==> src/event_time_priority_scheduler_assert.svh <==
// Assertion macros for the event time priority scheduler.
// Used by the top level only; the macros expect clk and rst_n in scope.
`ifndef EVENT_TIME_PRIORITY_SCHEDULER_ASSERT_SVH
`define EVENT_TIME_PRIORITY_SCHEDULER_ASSERT_SVH
`ifndef SYNTHESIS
`define ETS_ASSERT_SAME(label, ante, cons) \
    label: assert property (@(posedge clk) disable iff (!rst_n) (ante) |-> (cons)) \
        else $error("scheduler check failed");
`define ETS_ASSERT_NEXT(label, ante, cons) \
    label: assert property (@(posedge clk) disable iff (!rst_n) (ante) |=> (cons)) \
        else $error("scheduler check failed");
`else
`define ETS_ASSERT_SAME(label, ante, cons)
`define ETS_ASSERT_NEXT(label, ante, cons)
`endif
`endif

==> src/ets_pkg.sv <==
// Shared types and codes for the event time priority scheduler.
// No dependencies; used by ets_cell and event_time_priority_scheduler.
package ets_pkg;

    // Operation codes of an input word.
    localparam logic OP_PUSH = 1'b0;
    localparam logic OP_POP  = 1'b1;

    // Result status codes.
    typedef enum logic [2:0] {
        ST_WAKE   = 3'd0,
        ST_QUEUED = 3'd1,
        ST_FULL   = 3'd2,
        ST_EMPTY  = 3'd3,
        ST_DONE   = 3'd4
    } status_t;

    // Command broadcast to every cell of the row.
    typedef struct packed {
        logic push;
        logic pop;
    } cell_ctrl_t;

endpackage

==> src/ets_cell.sv <==
// One cell of the sorted queue row: holds a single (time, id) entry.
// Depends on ets_pkg for the broadcast command type.
module ets_cell #(
    parameter int DEPTH   = 16,
    parameter int ID_BITS = 16,
    parameter int INDEX   = 0
) (
    input  logic                         clk,
    input  ets_pkg::cell_ctrl_t          ctrl,
    input  logic [$clog2(DEPTH+1)-1:0]   count,
    input  logic [31:0]                  new_time,
    input  logic [ID_BITS-1:0]           new_id,
    input  logic                         left_before,
    input  logic [31:0]                  left_time,
    input  logic [ID_BITS-1:0]           left_id,
    input  logic [31:0]                  right_time,
    input  logic [ID_BITS-1:0]           right_id,
    output logic                         ahead,
    output logic [31:0]                  entry_time,
    output logic [ID_BITS-1:0]           entry_id
);
    import ets_pkg::*;

    localparam int CW = $clog2(DEPTH + 1);

    logic [31:0]        time_reg;
    logic [31:0]        time_next;
    logic [ID_BITS-1:0] id_reg;
    logic [ID_BITS-1:0] id_next;
    logic               occupied;

    // The cell is occupied when its position lies below the fill count.
    assign occupied = CW'(INDEX) < count;

    // The new entry goes ahead of this one when the cell is free or the time
    // is strictly smaller; equal times go by the smaller id, equal entries keep arrival order.
    always_comb
    begin
        ahead = !occupied || (new_time < time_reg) ||
                ((new_time == time_reg) && (new_id < id_reg));
    end

    // Insert shifts entries toward the tail, removal shifts toward the head.
    always_comb
    begin
        time_next = time_reg;
        id_next   = id_reg;
        if (ctrl.push && ahead)
        begin
            if (left_before)
            begin
                time_next = new_time;
                id_next   = new_id;
            end
            else
            begin
                time_next = new_time;
                id_next   = new_id;
            end
            if (left_before)
            begin
                time_next = left_time;
                id_next   = left_id;
            end
        end
        else if (ctrl.pop)
        begin
            time_next = right_time;
            id_next   = right_id;
        end
    end

    // Entry storage needs no reset: it is only read below the fill count.
    always_ff @(posedge clk)
    begin
        time_reg <= time_next;
        id_reg   <= id_next;
    end

    assign entry_time = time_reg;
    assign entry_id   = id_reg;

endmodule

==> src/event_time_priority_scheduler.sv <==
// Top level of the event time priority scheduler: control, time keeping and
// the row of ets_cell entries. Depends on ets_pkg and the assertion header.
//
// Usage:
// - Input channel (in_valid/in_ready): one word per item. operation selects a
//   push of (wake_time, requester_id) or a pop of the earliest entry.
// - Output channel (out_valid/out_ready): exactly one result word per item
//   with status, wake_id, accepted and time_now.
// - Config channel (cfg_valid/cfg_ready/cfg_data) writes end_time; it is
//   always ready; the user must write it only while idle (not enforced).
// - The result is registered and valid in the cycle after input accept. Throughput is one
//   item per cycle while the receiver takes results, set by the cell row in
//   which every cell compares its entry with the new key in the same cycle.
// - When the receiver stalls, the result stays in the output register and
//   in_ready drops until it is taken; no word is lost.
// - Reset empties the queue, clears the time and end_time to zero and drops
//   out_valid. Entry contents are not cleared; the fill count masks them.
module event_time_priority_scheduler #(
    parameter int QUEUE_DEPTH = 16,
    parameter int ID_BITS     = 16
) (
    input  logic        clk,
    input  logic        rst_n,
    input  logic        cfg_valid,
    output logic        cfg_ready,
    input  logic [31:0] cfg_data,
    input  logic        in_valid,
    output logic        in_ready,
    input  logic        operation,
    input  logic [31:0] wake_time,
    input  logic [15:0] requester_id,
    output logic        out_valid,
    input  logic        out_ready,
    output logic [2:0]  status,
    output logic [15:0] wake_id,
    output logic        accepted,
    output logic [31:0] time_now
);
    import ets_pkg::*;

    localparam int CW = $clog2(QUEUE_DEPTH + 1);

    logic [CW-1:0]      count_reg;
    logic [CW-1:0]      count_next;
    logic [31:0]        sim_time_reg;
    logic [31:0]        sim_time_next;
    logic [31:0]        end_time_reg;
    logic               out_valid_reg;
    status_t            status_reg;
    status_t            status_next;
    logic [15:0]        wake_id_reg;
    logic [15:0]        wake_id_next;
    logic               accepted_reg;
    logic               accepted_next;
    logic [31:0]        time_now_reg;
    logic               in_fire;
    cell_ctrl_t         ctrl;
    logic [ID_BITS-1:0] new_id;

    logic [31:0]        cell_time  [QUEUE_DEPTH];
    logic [ID_BITS-1:0] cell_id    [QUEUE_DEPTH];
    logic               cell_ahead [QUEUE_DEPTH];

    // Handshakes: a result waiting in the output register holds off input.
    assign cfg_ready = 1'b1;
    assign in_ready  = !out_valid_reg || out_ready;
    assign in_fire   = in_valid && in_ready;
    assign new_id    = ID_BITS'(requester_id);

    // Decide the item's effect and its result word.
    always_comb
    begin
        ctrl          = '0;
        count_next    = count_reg;
        sim_time_next = sim_time_reg;
        status_next   = ST_DONE;
        wake_id_next  = '0;
        accepted_next = 1'b0;
        if (operation == OP_PUSH)
        begin
            priority if (sim_time_reg > end_time_reg)
            begin
                status_next = ST_DONE;
            end
            else if (count_reg == CW'(QUEUE_DEPTH))
            begin
                status_next = ST_FULL;
            end
            else
            begin
                ctrl.push   = in_fire;
                count_next  = count_reg + 1'b1;
                status_next = ST_QUEUED;
            end
        end
        else
        begin
            priority if (sim_time_reg >= end_time_reg)
            begin
                status_next = ST_DONE;
            end
            else if (count_reg == '0)
            begin
                status_next = ST_EMPTY;
            end
            else
            begin
                ctrl.pop     = in_fire;
                count_next   = count_reg - 1'b1;
                wake_id_next = 16'(cell_id[0]);
                if (sim_time_reg <= cell_time[0])
                begin
                    sim_time_next = cell_time[0];
                    accepted_next = 1'b1;
                end
                status_next = (sim_time_next < end_time_reg) ? ST_WAKE : ST_DONE;
            end
        end
    end

    // Row of cells; cell zero holds the earliest entry.
    for (genvar i = 0; i < QUEUE_DEPTH; i++)
    begin : g_cell
        logic               lb;
        logic [31:0]        lt;
        logic [ID_BITS-1:0] li;
        logic [31:0]        rt;
        logic [ID_BITS-1:0] ri;

        if (i == 0)
        begin : g_head
            assign lb = 1'b0;
            assign lt = cell_time[i];
            assign li = cell_id[i];
        end
        else
        begin : g_mid
            assign lb = cell_ahead[i-1];
            assign lt = cell_time[i-1];
            assign li = cell_id[i-1];
        end

        if (i == QUEUE_DEPTH - 1)
        begin : g_tail
            assign rt = cell_time[i];
            assign ri = cell_id[i];
        end
        else
        begin : g_body
            assign rt = cell_time[i+1];
            assign ri = cell_id[i+1];
        end

        ets_cell #(
            .DEPTH   (QUEUE_DEPTH),
            .ID_BITS (ID_BITS),
            .INDEX   (i)
        ) u_cell (
            .clk         (clk),
            .ctrl        (ctrl),
            .count       (count_reg),
            .new_time    (wake_time),
            .new_id      (new_id),
            .left_before (lb),
            .left_time   (lt),
            .left_id     (li),
            .right_time  (rt),
            .right_id    (ri),
            .ahead       (cell_ahead[i]),
            .entry_time  (cell_time[i]),
            .entry_id    (cell_id[i])
        );
    end

    // Control state: fill count, current time, end time, result valid.
    always_ff @(posedge clk or negedge rst_n)
    begin
        if (!rst_n)
        begin
            count_reg     <= '0;
            sim_time_reg  <= '0;
            end_time_reg  <= '0;
            out_valid_reg <= 1'b0;
        end
        else
        begin
            if (cfg_valid && cfg_ready)
            begin
                end_time_reg <= cfg_data;
            end
            if (in_fire)
            begin
                count_reg     <= count_next;
                sim_time_reg  <= sim_time_next;
                out_valid_reg <= 1'b1;
            end
            else if (out_ready)
            begin
                out_valid_reg <= 1'b0;
            end
        end
    end

    // Result payload register.
    always_ff @(posedge clk)
    begin
        if (in_fire)
        begin
            status_reg   <= status_next;
            wake_id_reg  <= wake_id_next;
            accepted_reg <= accepted_next;
            time_now_reg <= sim_time_next;
        end
    end

    assign out_valid = out_valid_reg;
    assign status    = status_reg;
    assign wake_id   = wake_id_reg;
    assign accepted  = accepted_reg;
    assign time_now  = time_now_reg;

    // Checks on the queue bookkeeping and the time keeper.
`include "event_time_priority_scheduler_assert.svh"
    `ETS_ASSERT_SAME(a_count_bound, 1'b1, count_reg <= CW'(QUEUE_DEPTH))
    `ETS_ASSERT_NEXT(a_push_grows, in_fire && ctrl.push, count_reg == $past(count_reg) + 1'b1)
    `ETS_ASSERT_NEXT(a_time_monotone, 1'b1, sim_time_reg >= $past(sim_time_reg))

endmodule
==> config.mk <==
export PLATFORM = sky130hd
export DESIGN_NAME = event_time_priority_scheduler
export DESIGN_NICKNAME = d
export VERILOG_FILES = /design/src/ets_pkg.sv /design/src/ets_cell.sv /design/src/event_time_priority_scheduler.sv
export VERILOG_INCLUDE_DIRS = /design/src /design/src/src
export SDC_FILE = /design/constraint.sdc
export NUM_CORES = 2
export LEC_CHECK = 0
export BUFFER_PORTS_ARGS = -buffer_cell sky130_fd_sc_hd__buf_2
export CAP_MARGIN = 20
export CORE_MARGIN = 2
export CORE_UTILIZATION = 50
export CTS_CLUSTER_SIZE = 24
export DETAILED_ROUTE_END_ITERATION = 6
export GPL_ROUTABILITY_DRIVEN = 0
export HOLD_SLACK_MARGIN = 0.02
export PLACE_DENSITY = 0.79
export SLEW_MARGIN = 30
export SYNTH_ARGS = -nofsm -noshare
export SYNTH_HDL_FRONTEND = slang
export SYNTH_SLANG_ARGS = --single-unit
==> constraint.sdc <==
create_clock -name clk -period 7.2 [get_ports clk]
set_input_delay 0.36 -clock clk [delete_from_list [all_inputs] [get_ports clk]]
set_output_delay 0.36 -clock clk [all_outputs]
set_load 0.02 [all_outputs]
==> results_dict.tcl <==
set metrics [dict create \
    worstPathMaxFanout 19 \
    regArea_sq_mm 0.0264 \
    syn_area_sq_mm 0.0651 \
    async_flop_share_pct 7.87 \
    synthCells 6098 \
    vias 48100 \
    grt_pass1_wl_microns 265000 \
    grt_use_total_pct 25.0 \
    drive_above_1_share_pct 9.82 \
    wl_microns 169000 \
    ys_ff_latch 890 \
    hold_buffers 37 \
    first_global_vias 47800 \
    synthMuxAreaShare_pct 19.6 \
    synth.avg_cell_area_sq_um 10.7 \
    cts_sinks 890 \
    cts-root-buf "clkbuf_16" \
    io_pins 141 \
    viasPerCell 6.01 \
    maxCapViolations 0 \
    hold_violations 0 \
    grt_setup_unrepaired "no" \
    antenna_found_initial 4 \
    path_depth 18 \
    fmaxAchievable_mhz 188 \
    largest_register_ffs 512 \
    finalMaxSlewViolations 0 \
    reg2reg_depth 18 \
    synth_compound_area_share_pct 10.7 \
    yosys.area_share.xor_xnor_pct 0.0672 \
    multiInputGateArea_sq_mm 0.0347 \
    yosysSeqAreaShare_pct 40.5 \
    cts_buffer_depth 3 \
    die_x_microns 365 \
    cts_tree "done" \
    clock_latency_ps 720 \
    drc 0 \
    cp_cell_sequence "inv_1 > ha_1 > nand4_1 > nor4_1 > nand3_1 > and2_1 > a21oi_4 > buf_4 > mux2_2 > ha_1 > a21oi_1 > nor2b_1 > o21ai_0 > o21ai_0 > o21a_1 > o31ai_1 > a21oi_1 > or3_1" \
    grt-ovfl-total 0 \
    report.final.setup_viol 0 \
    drt-initial-drc-count 4484 \
    clock_skew_ps 30.3 \
    path_buf_inv 2 \
    cts.repair.resized 0 \
    drtAntennaViolNets 0 \
    synthAdderAreaFrac_pct 16.3 \
    synth_top_family_by_area "multiplexers" \
    cts_setup_buffers 0 \
    p_leak_nw 33.9 \
    fp.dieH_microns 365 \
    dp_hpwl_microns 130000 \
    tightest_slew_ps 1160 \
    criticalPathCategory "flip-flop to flip-flop" \
    rows 132 \
    finalCritPeriodShare_pct 74.0 \
    tns_ps 0 \
    status "finished clean" \
    critPathRequiredTime_ps 7650 \
    routedWlPerCell_microns 21.1 \
    synthSimpleGateAreaFrac_pct 6.25 \
    critPathSlowestCell "a21oi_4" \
    synth_nets 7034 \
    maxSlewHeadroom_pct 20.4 \
    synth_edf_count 820 \
    powerDensity_mw_per_mm2 329 \
    coreArea_sq_mm 0.129 \
    syn_to_final_growth_pct 9.24 \
    cts_made_buffers 96 \
    fin_worst_hold_slack_ps 142 \
    die_area_sq_mm 0.133 \
    clk_pin_slew_ps 60 \
    cpLargestDelayFamily "compound AO/OA/AOI/OAI gates" \
    synth_ff_type "edfxtp_1" \
    fillers 10800 \
    io_buffers 139 \
    cp-end-kind "flip-flop" \
    grt_max_degree 120 \
    holdPathStages 2 \
    synth_cell_types 73 \
    htree_levels 3 \
    hold_path.class "input pin to flip-flop" \
    min_period_ps 5330 \
    slowest_delay_ps 600 \
    ir_worst_vdd_v 0.000247 \
    cp.arrival_ps 5780 \
    yosysWarnings 0 \
    startpoint_type "flip-flop" \
    nets 7113 \
    firstDrtPassIters 6 \
    start_util_pct 50.4 \
]
-- cells in the mapped netlist (91+ instances only) --
library cell / number / share of area, %
mux2i_1: 1078 / 17
ha_1: 850 / 16
edfxtp_1: 820 / 38
inv_1: 800 / 4.6
a21oi_1: 559 / 4.3
nand2_1: 308 / 1.8
o21ai_0: 223 / 1.7
clkbuf_1: 180 / 1.0
mux2_2: 177 / 3.1
nand4_1: 127 / 1.2
nor2_1: 94 / 0.54
buf_2: 91 / 0.70
-- logic make-up (layout without fill, tap and decap cells) --
logic type | after synthesis | in the layout
AO/OA/AOI/OAI | 1174 | 1174
flip-flops | 890 | 890
buffers and inverters | 1097 | 1259
XOR/XNOR | 5 | 5
other | 1 | 3
adder cells (fa/ha/maj) | 850 | 850
AND/OR/NAND/NOR | 826 | 826
multiplexers | 1255 | 1255
-- worst paths after layout --
path | slack, ps | to | startpoint
worst max register to register | 1870 | status[2] | g_cell[0].u_cell.entry_time[25]
max in group asynchronous | 6420 | sim_time_reg[27] | rst_n
min in group asynchronous | 240 | end_time_reg[8] | rst_n
worst min register to register | 550 | sim_time_reg[0] | sim_time_reg[0]
worst min-delay path | 140 | g_cell[0].u_cell.entry_id[5] | requester_id[5]
worst max-delay path | 1870 | status[2] | g_cell[0].u_cell.entry_time[25]
-- routing by layer --
metal  wire [microns]  vias up  part of all wire (%)  GRT usage (%)
li1                 -    22600                     -              -
met1            74000    23200                    44           34.5
met2            75500     1899                    45           39.9
met3            11700      337                   6.9           2.75
met4             7680        2                   4.5           10.6
met5               11        -                0.0065              0
-- layout make-up --
type | count | area share, %
clock buffers | 123 | 3.66
multi-input cells | 4111 | 48.8
repair buffers | 278 | 2.60
well taps | 1742 | 3.06
clock inverters | 58 | 0.591
flip-flops and latches | 890 | 37.1
inverters | 800 | 4.22
diodes | 2 | 0.00703
-- worst reg2reg max path: cells and delay by family (launching register included) --
kind            cells  cell delay [ps]
simple gates        6             1490
flops               1              470
buf+inv             2              550
fa+ha+maj           2              630
mux                 1              390
compound gates      7             1560
-- layout by cell type, fill, tap and decap left out, drive strengths merged, types with 94 or more instances in the layout --
cell type	n
nor2	94
mux2i	1078
nand4	127
buf	241
edfxtp	820
o21ai	224
clkbuf	123
nand2	308
mux2	177
inv	804
ha	850
a21oi	559
-- power breakdown --
group          total, mW  switching, mW  internal [mW]
clock network       4.89           2.18           2.70
registers           8.52          0.918           7.61
logic               9.98           5.96           4.02
-- stage by stage --
stage / cell area, sq um / std cells / total power, mW / util [%] / worst slack (ps)
after global placement: 67700 / 7784 / 17.9 / 52.4 / 2050
final: 71200 / 8004 / 23.4 / 55.0 / 1870
after CTS: 71100 / 8002 / 23.3 / 55.0 / 1880
after global routing: 71200 / 8003 / 24.8 / 55.0 / 1460
after detailed placement: 67700 / 7784 / 18.4 / 52.4 / 1890
after floorplan: 65100 / 6098 / 15.6 / - / 1100
(Power assumes the default switching activity.)
